**src/aabb_collision_resolve_core_macros.svh**
```systemverilog
// Assertion macros for the collision resolve core.
// Needs a clock named clk and an active-low reset named arst_n in the including scope.
`ifndef AABB_COLLISION_RESOLVE_CORE_MACROS_SVH
`define AABB_COLLISION_RESOLVE_CORE_MACROS_SVH

`ifndef SYNTHESIS
`define CR_ASSERT_HOLDS(lbl, ante, cons) \
	lbl: assert property (@(posedge clk) disable iff (!arst_n) (ante) |-> (cons)) \
		else $error("collision core check failed");
`define CR_ASSERT_NEXT(lbl, ante, cons) \
	lbl: assert property (@(posedge clk) disable iff (!arst_n) (ante) |=> (cons)) \
		else $error("collision core check failed");
`else
`define CR_ASSERT_HOLDS(lbl, ante, cons)
`define CR_ASSERT_NEXT(lbl, ante, cons)
`endif

`endif

```
**src/aabb_cr_pkg.sv**
```systemverilog
// Types, codes and helper functions of the collision resolve core.
// No dependencies; used by aabb_cr_calc and aabb_collision_resolve_core.
`timescale 1ns / 1ps

package aabb_cr_pkg;

	localparam int CW     = 20;
	localparam int PADDR_W = 3;

	localparam logic REG_BOUNCE   = 1'b0;
	localparam logic REG_PLATFORM = 1'b1;

	typedef enum logic [2:0] {
		SIDE_NONE   = 3'd0,
		SIDE_TOP    = 3'd1,
		SIDE_BOTTOM = 3'd2,
		SIDE_LEFT   = 3'd3,
		SIDE_RIGHT  = 3'd4
	} side_t;

	typedef struct packed {
		logic bounce_enable;
		logic platform_only;
	} cfg_t;

	typedef struct packed {
		logic signed [15:0] mover_x;
		logic signed [15:0] mover_y;
		logic signed [15:0] mover_box_dx;
		logic signed [15:0] mover_box_dy;
		logic [11:0]        mover_width;
		logic [11:0]        mover_height;
		logic signed [15:0] mover_vel_x;
		logic signed [15:0] mover_vel_y;
		logic signed [15:0] block_left;
		logic signed [15:0] block_top;
		logic [11:0]        block_width;
		logic [11:0]        block_height;
	} item_t;

	typedef struct packed {
		side_t              side;
		logic signed [15:0] new_x;
		logic signed [15:0] new_y;
		logic signed [15:0] new_vel_x;
		logic signed [15:0] new_vel_y;
		logic               landed;
	} result_t;

	function automatic logic signed [CW-1:0] sx16(input logic signed [15:0] v);
		return {{(CW-16){v[15]}}, v};
	endfunction

	function automatic logic signed [CW-1:0] zx12(input logic [11:0] v);
		return {{(CW-12){1'b0}}, v};
	endfunction

	function automatic logic signed [15:0] sat16(input logic signed [CW-1:0] v);
		logic signed [15:0] r;
		if (v > 20'sd32767)
			r = 16'sh7fff;
		else if (v < -20'sd32768)
			r = 16'sh8000;
		else
			r = v[15:0];
		return r;
	endfunction

	function automatic logic signed [15:0] neg_sat16(input logic signed [15:0] v);
		logic signed [15:0] r;
		if (v == 16'sh8000)
			r = 16'sh7fff;
		else
			r = 16'(-v);
		return r;
	endfunction

endpackage

```
**src/aabb_collision_resolve_core.sv**
```systemverilog
// Top level of the box collision resolve core: input and result registers, APB registers.
// Depends on aabb_cr_pkg, aabb_cr_calc and aabb_collision_resolve_core_macros.svh.
//
//   channel   handshake             payload
//   in        in_valid / in_ready   mover_*, block_* fields
//   out       out_valid / out_ready contact_side, new_*, landed
//   apb       psel penable pwrite   paddr, pwdata, prdata (pready tied high)
//
// One beat per cycle unless the output stalls; a beat passes the input register and then the result register,
// with the whole response computed in one combinational pass between the two registers.
// arst_n clears both valid flags and the two config registers.
// A stalled result holds; the input register takes one more beat if it is empty, then in_ready drops.
`timescale 1ns / 1ps

`include "aabb_collision_resolve_core_macros.svh"

module aabb_collision_resolve_core (
	input  logic                              clk,
	input  logic                              arst_n,
	input  logic                              psel,
	input  logic                              penable,
	input  logic                              pwrite,
	input  logic [aabb_cr_pkg::PADDR_W-1:0]   paddr,
	input  logic [31:0]                       pwdata,
	output logic [31:0]                       prdata,
	output logic                              pready,
	input  logic                              in_valid,
	output logic                              in_ready,
	input  logic signed [15:0]                mover_x,
	input  logic signed [15:0]                mover_y,
	input  logic signed [15:0]                mover_box_dx,
	input  logic signed [15:0]                mover_box_dy,
	input  logic [11:0]                       mover_width,
	input  logic [11:0]                       mover_height,
	input  logic signed [15:0]                mover_vel_x,
	input  logic signed [15:0]                mover_vel_y,
	input  logic signed [15:0]                block_left,
	input  logic signed [15:0]                block_top,
	input  logic [11:0]                       block_width,
	input  logic [11:0]                       block_height,
	output logic                              out_valid,
	input  logic                              out_ready,
	output logic [2:0]                        contact_side,
	output logic signed [15:0]                new_x,
	output logic signed [15:0]                new_y,
	output logic signed [15:0]                new_vel_x,
	output logic signed [15:0]                new_vel_y,
	output logic                              landed
);

	aabb_cr_pkg::cfg_t    cfg_q;
	aabb_cr_pkg::item_t   item_in, item_s1;
	aabb_cr_pkg::result_t res_comb, res_s2;
	logic valid_s1, valid_s2, adv_s1, wr_en;

	assign pready = 1'b1;
	assign wr_en  = psel && penable && pwrite;

	always_ff @(posedge clk or negedge arst_n) begin
		if (!arst_n) begin
			cfg_q <= '0;
		end else if (wr_en) begin
			case (paddr[2])
				aabb_cr_pkg::REG_BOUNCE:   cfg_q.bounce_enable <= pwdata[0];
				aabb_cr_pkg::REG_PLATFORM: cfg_q.platform_only <= pwdata[0];
				default: begin
				end
			endcase
		end
	end

	always_comb begin
		case (paddr[2])
			aabb_cr_pkg::REG_BOUNCE:   prdata = {31'd0, cfg_q.bounce_enable};
			aabb_cr_pkg::REG_PLATFORM: prdata = {31'd0, cfg_q.platform_only};
			default:                   prdata = 32'd0;
		endcase
	end

	assign item_in = '{mover_x, mover_y, mover_box_dx, mover_box_dy, mover_width,
		mover_height, mover_vel_x, mover_vel_y, block_left, block_top,
		block_width, block_height};

	assign adv_s1   = valid_s1 && (!valid_s2 || out_ready);
	assign in_ready = !valid_s1 || adv_s1;

	always_ff @(posedge clk or negedge arst_n) begin
		if (!arst_n) begin
			valid_s1 <= 1'b0;
			valid_s2 <= 1'b0;
		end else begin
			if (in_ready)
				valid_s1 <= in_valid;
			if (!valid_s2 || out_ready)
				valid_s2 <= valid_s1;
		end
	end

	always_ff @(posedge clk) begin
		if (in_valid && in_ready)
			item_s1 <= item_in;
		if (adv_s1)
			res_s2 <= res_comb;
	end

	aabb_cr_calc u_calc (
		.item (item_s1),
		.cfg  (cfg_q),
		.res  (res_comb)
	);

	assign out_valid    = valid_s2;
	assign contact_side = res_s2.side;
	assign new_x        = res_s2.new_x;
	assign new_y        = res_s2.new_y;
	assign new_vel_x    = res_s2.new_vel_x;
	assign new_vel_y    = res_s2.new_vel_y;
	assign landed       = res_s2.landed;

	`CR_ASSERT_HOLDS(a_landed_top, valid_s2 && res_s2.landed, res_s2.side == aabb_cr_pkg::SIDE_TOP)
	`CR_ASSERT_HOLDS(a_none_no_land, valid_s2 && res_s2.side == aabb_cr_pkg::SIDE_NONE, !res_s2.landed)
	`CR_ASSERT_NEXT(a_full_stall_holds, valid_s1 && valid_s2 && !out_ready, valid_s1 && valid_s2)

endmodule

```
**src/aabb_cr_calc.sv**
```systemverilog
// Overlap test, contact side choice, snap and velocity response for one beat.
// Purely combinational; depends on aabb_cr_pkg.
`timescale 1ns / 1ps

module aabb_cr_calc (
	input  aabb_cr_pkg::item_t   item,
	input  aabb_cr_pkg::cfg_t    cfg,
	output aabb_cr_pkg::result_t res
);

	logic signed [aabb_cr_pkg::CW-1:0] x1, y1, x2, y2, w1, h1, w2, h2;
	logic signed [aabb_cr_pkg::CW-1:0] cx1, cy1, cx2, cy2, dx, dy, adx, ady, gx, gy;
	logic signed [aabb_cr_pkg::CW-1:0] bdx, bdy;
	logic [12:0] wsum, hsum;
	logic overlap;
	aabb_cr_pkg::side_t side;

	always_comb begin
		bdx = aabb_cr_pkg::sx16(item.mover_box_dx);
		bdy = aabb_cr_pkg::sx16(item.mover_box_dy);
		x1 = aabb_cr_pkg::sx16(item.mover_x) + bdx;
		y1 = aabb_cr_pkg::sx16(item.mover_y) + bdy;
		x2 = aabb_cr_pkg::sx16(item.block_left);
		y2 = aabb_cr_pkg::sx16(item.block_top);
		w1 = aabb_cr_pkg::zx12(item.mover_width);
		h1 = aabb_cr_pkg::zx12(item.mover_height);
		w2 = aabb_cr_pkg::zx12(item.block_width);
		h2 = aabb_cr_pkg::zx12(item.block_height);

		cx1 = x1 + aabb_cr_pkg::zx12({1'b0, item.mover_width[11:1]});
		cy1 = y1 + aabb_cr_pkg::zx12({1'b0, item.mover_height[11:1]});
		cx2 = x2 + aabb_cr_pkg::zx12({1'b0, item.block_width[11:1]});
		cy2 = y2 + aabb_cr_pkg::zx12({1'b0, item.block_height[11:1]});
		dx = cx1 - cx2;
		dy = cy1 - cy2;
		adx = dx[aabb_cr_pkg::CW-1] ? -dx : dx;
		ady = dy[aabb_cr_pkg::CW-1] ? -dy : dy;
		wsum = {1'b0, item.mover_width} + {1'b0, item.block_width};
		hsum = {1'b0, item.mover_height} + {1'b0, item.block_height};
		gx = adx - aabb_cr_pkg::zx12(wsum[12:1]) + 20'sd1;
		gy = ady - aabb_cr_pkg::zx12(hsum[12:1]) + 20'sd1;

		overlap = (x1 + w1 > x2) && (x2 + w2 > x1) && (y1 + h1 > y2) && (y2 + h2 > y1);

		side = aabb_cr_pkg::SIDE_NONE;
		if (overlap) begin
			if (gx > gy)
				side = (cx1 < cx2) ? aabb_cr_pkg::SIDE_LEFT : aabb_cr_pkg::SIDE_RIGHT;
			else
				side = (cy1 < cy2) ? aabb_cr_pkg::SIDE_TOP : aabb_cr_pkg::SIDE_BOTTOM;
		end
		if (cfg.platform_only &&
		    !(side == aabb_cr_pkg::SIDE_TOP && !item.mover_vel_y[15]))
			side = aabb_cr_pkg::SIDE_NONE;

		res.side      = side;
		res.new_x     = item.mover_x;
		res.new_y     = item.mover_y;
		res.new_vel_x = item.mover_vel_x;
		res.new_vel_y = item.mover_vel_y;
		res.landed    = 1'b0;

		case (side)
			aabb_cr_pkg::SIDE_TOP: begin
				res.new_y = aabb_cr_pkg::sat16(y2 - h1 - bdy + 20'sd1);
				if (item.mover_vel_y > 16'sd0)
					res.new_vel_y = 16'sd0;
				res.landed = 1'b1;
			end
			aabb_cr_pkg::SIDE_BOTTOM: begin
				res.new_y = aabb_cr_pkg::sat16(y2 + h2 - bdy - 20'sd1);
				if (item.mover_vel_y[15])
					res.new_vel_y = 16'sd0;
			end
			aabb_cr_pkg::SIDE_RIGHT: begin
				res.new_x = aabb_cr_pkg::sat16(x2 + w2 - bdx - 20'sd1);
				if (item.mover_vel_x[15])
					res.new_vel_x = cfg.bounce_enable ?
						aabb_cr_pkg::neg_sat16(item.mover_vel_x) : 16'sd0;
			end
			aabb_cr_pkg::SIDE_LEFT: begin
				res.new_x = aabb_cr_pkg::sat16(x2 - w1 - bdx + 20'sd1);
				if (item.mover_vel_x > 16'sd0)
					res.new_vel_x = cfg.bounce_enable ?
						aabb_cr_pkg::neg_sat16(item.mover_vel_x) : 16'sd0;
			end
			default: begin
			end
		endcase
	end

endmodule
```
**config.mk**
```make
export PLATFORM = sky130hd
export DESIGN_NAME = aabb_collision_resolve_core
export DESIGN_NICKNAME = d
export VERILOG_FILES = /design/src/aabb_cr_pkg.sv /design/src/aabb_collision_resolve_core.sv /design/src/aabb_cr_calc.sv
export VERILOG_INCLUDE_DIRS = /design/src /design/src/src
export SDC_FILE = /design/constraint.sdc
export NUM_CORES = 1
export LEC_CHECK = 0
export BUFFER_PORTS_ARGS = -buffer_cell sky130_fd_sc_hd__buf_4
export CAP_MARGIN = 15
export CORE_ASPECT_RATIO = 0.8
export CORE_MARGIN = 3
export CORE_UTILIZATION = 24
export CTS_BUF_LIST = sky130_fd_sc_hd__clkbuf_2
export CTS_CLUSTER_DIAMETER = 30
export DETAILED_ROUTE_END_ITERATION = 12
export PLACE_DENSITY = 0.37
export SLEW_MARGIN = 20
export SYNTH_ARGS = -nofsm -noshare
export SYNTH_HDL_FRONTEND = slang
export SYNTH_SLANG_ARGS = --single-unit
```
**constraint.sdc**
```tcl
create_clock -name clk -period 14.1 [get_ports clk]
set_input_delay 2.115 -clock clk [delete_from_list [all_inputs] [get_ports clk]]
set_output_delay 2.115 -clock clk [all_outputs]
set_load 0.01 [all_outputs]
```
* Yosys cells after proc, flatten, opt, wreduce, memory -nomap -nowiden
Cells that the tools add are included.
Widths: inputs -> output; s select.
** Operators by class
- Reductions and logical operators :: 17
- Equal/unequal tests :: 6
- Magnitude comparators :: 17
- Bitwise operators :: 1
- Add/subtract/negate cells :: 31
- Muxes and demuxes :: 27
** Operators by type and width (number)
- $mux 16 :: 13
- $pmux 16 s2 :: 4
- $add 20x2->20 const B :: 4
- $gt 20x16->1 const B :: 4
- $lt 20x16->1 const B :: 4
- $sub 17x16->18 :: 4
- $pmux 32 s2 :: 1
- $gt 20x16->1 :: 2
- $lt 20x20->1 :: 2
- $mux 20 :: 2
- $neg 20->20 :: 2
- $sub 20x13->20 :: 2
- $sub 20x2->20 const B :: 2
- $sub 20x20->20 :: 2
- $add 17x12->18 :: 2
- $add 17x13->18 :: 2
- $add 16x12->17 :: 2
- $add 16x13->17 :: 2
- $add 16x16->17 :: 2
- $gt 17x17->1 :: 2
- $sub 16x13->17 :: 2
- $gt 16x1->1 const B :: 2
- $add 12x12->13 :: 2
- $gt 20x20->1 :: 1
- 14 further kinds :: 32
** Storage, ports and cells
- Output and inout bits :: 103
- Word-level logic and storage cells :: 121
- Input port bits :: 218
- Bits in registers :: 248

* Longest topological paths before layout
- Depth in word-level cells :: 17
- Gate-level depth with buffers :: 55
- Depth with buffers taken out :: 53

* Cells and area by module
A second synthesis with hierarchy kept.
** Unflattened totals
- Cells, all modules :: 2882
- Area, all modules :: 26693.1 um2
** Modules (own cells, without submodules)
- aabb_cr_calc :: seq. area each 0.0 um2, cells an instance 2589, area an instance 18930.7 um2, times used 1
- aabb_collision_resolve_core :: seq. area each 7427.1 um2, cells an instance 293, area an instance 7762.4 um2, times used 1

* Worst setup path before layout
No wires, ideal clock.
- Path type :: reg2reg
- Start point :: register item_s1[113] (netlist bit)
- End point :: register res_s2 (netlist bit new_y[1]) (data pin)
- Path buffers :: 2
- Cell stages (with the launch flop) :: 50
- Library setup time :: 0.158 ns
- Clock period less this slack :: 10.770 ns
- Data arrival time :: 10.612 ns
- Setup slack :: 3.330 ns
- Data required time :: 13.942 ns
- Cell sequence :: edfxtp_1 > ha_1 > a21o_1 > a21oi_1 > o21ai_0 > a2111oi_0 > nor2_1 > a21oi_1 > o21bai_1 > xor2_1 > ha_1 > nand4_1 > a31oi_1 > nand3_1 > xnor2_1 > ha_1 > clkbuf_1 > and3_1 > [... 14 more ...] > a41oi_1 > a2111oi_0 > o21a_1 > o21a_1 > o41a_1 > xnor2_1 > ha_1 > nand4_1 > nor2_1 > nand3_1 > o22ai_1 > a31oi_1 > nand2b_1 > a2111o_1 > or4_1 > a21boi_1 > buf_2 > o211ai_1
** RTL lines
- start, declared :: RTL line aabb_collision_resolve_core.sv:52 : aabb_cr_pkg::item_t item_in, item_s1;
- start signal, assigned :: RTL line aabb_collision_resolve_core.sv:101 : item_s1 <= item_in;
- end signal, assigned :: RTL line aabb_collision_resolve_core.sv:103 : res_s2 <= res_comb;
- end, declared :: RTL line aabb_collision_resolve_core.sv:53 : aabb_cr_pkg::result_t res_comb, res_s2;

==> metrics.yaml <==
outcome:
  status: "complete, no violations"
cells_and_area:
  utilization_pct: 28.11
  drive_above_1_share_pct: 13.35
  fin_nets: 4191
  num-fill-cells: 12633
  area_growth_pct: 15.70
drt:
  post_drt_wl_per_cell_um: 19.28
  dr_total_vias: 24233
  drt_wl_total_um: 98620
  drt_first_pass_iters: 5
  drc: 0
  via_per_inst: 4.738
  drt_iter0_drc: 1448
  ant_nets: 0
synth:
  synth_ff_type: "edfxtp_1"
  yosys.area_share.simple_pct: 15.70
  synth_cell_types: 104
  synth.avg_cell_area_um2: 8.917
  synthAdderAreaFrac_pct: 21.61
  yosys_warnings: 0
  yosysSeqAreaShare_pct: 26.06
  async_reset_ff_share_pct: 1.613
  synth-edff-count: 244
  syn-cell-area_mm2: 0.02850
  synth_top_family_by_area: "adder cells"
  synth_compound_gate_area_share_pct: 20.55
  synth-xor-area-share_pct: 9.773
  synth_seq_cells: 248
  syn_inst: 3196
  synthDominantCellAreaShare_pct: 25.71
  synthTopCellsByArea: "edfxtp_1 26%, ha_1 19%, xnor2_1 7.1%, a21oi_1 4.1%, inv_1 4.0%"
  synthMuxAreaShare_pct: 0.5927
  synth_top_cell_by_area: "edfxtp_1"
die:
  start_util_pct: 24.30
  core_mm2: 0.1173
  fp.dieH_um: 314.2
  fp.dieW_um: 391.3
  placementRows: 112
  die_area_mm2: 0.1229
  ioPinCount: 321
sta:
  rsz0062_at_grt: "no"
  fin_crit_ns: 12.63
  setup_viol: 0
  fin_setup_tns_ns: 0
  final.hold.worst_slack_ns: 0.4992
  min_period_over_period_pct: 89.55
  clock.fmax_mhz: 79.20
  finalHoldViolCount: 0
  relSlewSlack_pct: 34.57
  worst_pin_slew_ns: 0.9567
  clock-skew-final_ns: 0.08152
  drv_slew: 0
critical_path:
  slowest_stage: "or4_1"
  critPathCaptureType: "flop"
  crit_type: "reg -> reg"
  path_common_cell: "ha_1"
  arrival_ns: 13.62
  worstPathBufferInverterCount: 5
  path_delay_family: "compound AO/OA/AOI/OAI gates"
  critPathMaxStageDelay_ns: 0.69
  crit_required_ns: 15.09
  cp-start-kind: "flop"
  critPathMaxFanout: 14
clock_network:
  clk_pin_slew_ns: 0.09
  tritoncts: "built"
  ctsResizeCount: 0
  post-cts-setup-buffers: 0
  cts.sinks: 248
  cts_buffers: 77
  worstSkewPairLatency_ns: 1.20
  htreeDepth: 3
  ctsHoldBuffers: 0
  cts_max_path_buffers: 3
  cts_root_buf: "clkbuf_2"
placement:
  port_buffers: 255
  routabilityCongestion: 0.8248
  dp_hpwl_um: 82820
global_routing:
  grt-ovfl-total: 0
  grt_pass1_wl_um: 146800
  antenna_found_initial: 17
  grt_max_degree: 69
  grt_pass1_vias: 23856
  grt_util_all_layers_pct: 15.79
hold_path:
  hp-class: "reg -> reg"
power:
  power_density_mw_per_mm2: 246.8
  power_w: 0.008139
  max-vdd-ir-drop_v: 0.0001910
  p_leak_nw: 14.17
flow_run:
  cap_viol_max_count: 0
[synth_stat cells, types with 9 or more instances]
cell type and n:
o2111ai_1 17, clkbuf_1 33, a21o_1 65, ha_1 425, nor4_1 19, a211oi_1 36
o21a_1 57, xor2_1 86, or2_2 24, and2_1 37, mux2i_1 9, nand2b_1 37
nor2_1 216, nor3b_1 10, o21ai_0 154, fa_1 42, xnor2_1 232, edfxtp_1 244
a222oi_1 11, nand4_1 31, inv_1 307, or3_1 28, o311ai_0 10, nor3_1 100
a22oi_1 21, a21boi_0 19, nor2b_1 55, o211ai_1 41, and3_1 21, a31oi_1 22
buf_4 35, nand2_1 183, a2111oi_0 11, a21oi_1 233, a211o_1 13, nand3_1 72
o21bai_1 44
[cells by family after synthesis]
logic type	Yosys count
adder cells (fa/ha/maj)	467
flip-flops	248
XOR/XNOR	318
other	2
AO/OA/AOI/OAI	872
buffers and inverters	387
multiplexers	16
AND/OR/NAND/NOR	886
[final cells by class]
| class | instances | area, µm² | share of cell area [%] |
|---|---|---|---|
| timing repair buffer | 281 | 2130 | 6.458 |
| antenna | 10 | 25.02 | 0.07589 |
| multi-input combinational | 2591 | 19570 | 59.35 |
| sequential | 248 | 7427 | 22.52 |
| clock inverter | 38 | 239.0 | 0.7247 |
| clock buffer | 101 | 505.5 | 1.533 |
| inverter | 307 | 1152 | 3.495 |
| tap | 1539 | 1926 | 5.840 |
[path summary, 6_finish.rpt]
kind | from | end | slack, ns | depth (start not counted)
worst max-delay path | item_s1[112] | new_y[9] | 1.47 | 51
worst min-delay path | valid_s1 | out_valid | 0.50 | 1
worst max register to register | item_s1[112] | new_y[9] | 1.47 | 51
worst min register to register | valid_s1 | out_valid | 0.50 | 1
max in group asynchronous | arst_n | out_valid | 13.21 | 1
min in group asynchronous | arst_n | cfg_q[0] | 0.77 | 1
[per-layer routing]
metal	GRT usage, %	wire length, µm	vias up
li1	-	-	12375
met1	24.12	52900	11314
met2	22.22	38920	431
met3	3.630	5399	99
met4	3.311	1298	14
met5	0	100	-
[layout by cell type (no fill, tap or decap), types with 19 or more instances in the layout]
cell and instances:
or2_2 24, nor2_1 216, ha_1 425, a31oi_1 22, xor2_1 86, edfxtp_1 244, fa_1 42, or3_1 28
o21ai_0 154, a21o_1 65, nand4_1 31, nor4_1 19, conb_1 32, nand2_1 183, clkbuf_2 101, o21a_1 57
and2_1 35, a22oi_1 21, nor2b_1 55, a211oi_1 36, a21oi_1 233, o211ai_1 41, xnor2_1 232, nor3_1 100
nand2b_1 37, inv_1 307, and3_1 21, buf_4 280, a21boi_0 19, o21bai_1 44, nand3_1 72
[flip-flops by register name, indices dropped and copies added (netlist names)]
name and cells:
item_s1 176, new_vel_x 16, new_vel_y 16, new_x 16, new_y 16, contact_side 3, cfg_q 2, landed 1
out_valid 1, valid_s1 1
[per-stage QoR]
| stage | area, µm² | worst slack, ns | instances |
|---|---|---|---|
| after floorplan | 28610 | 3.330 | 3226 |
| after global placement | 32180 | 1.461 | 4965 |
| after detailed placement | 32180 | 1.438 | 4965 |
| after CTS | 32920 | 1.312 | 5104 |
| after global routing | 32960 | 0.1942 | 5108 |
| final | 32970 | 1.473 | 5115 |
[where the power goes]
part,internal (W),switching [W]
registers,0.000953,0.0000982
clock network,0.000244,0.000374
logic,0.00274,0.00373
total,0.00394,0.00420
Power figures use the tool's default switching activity.
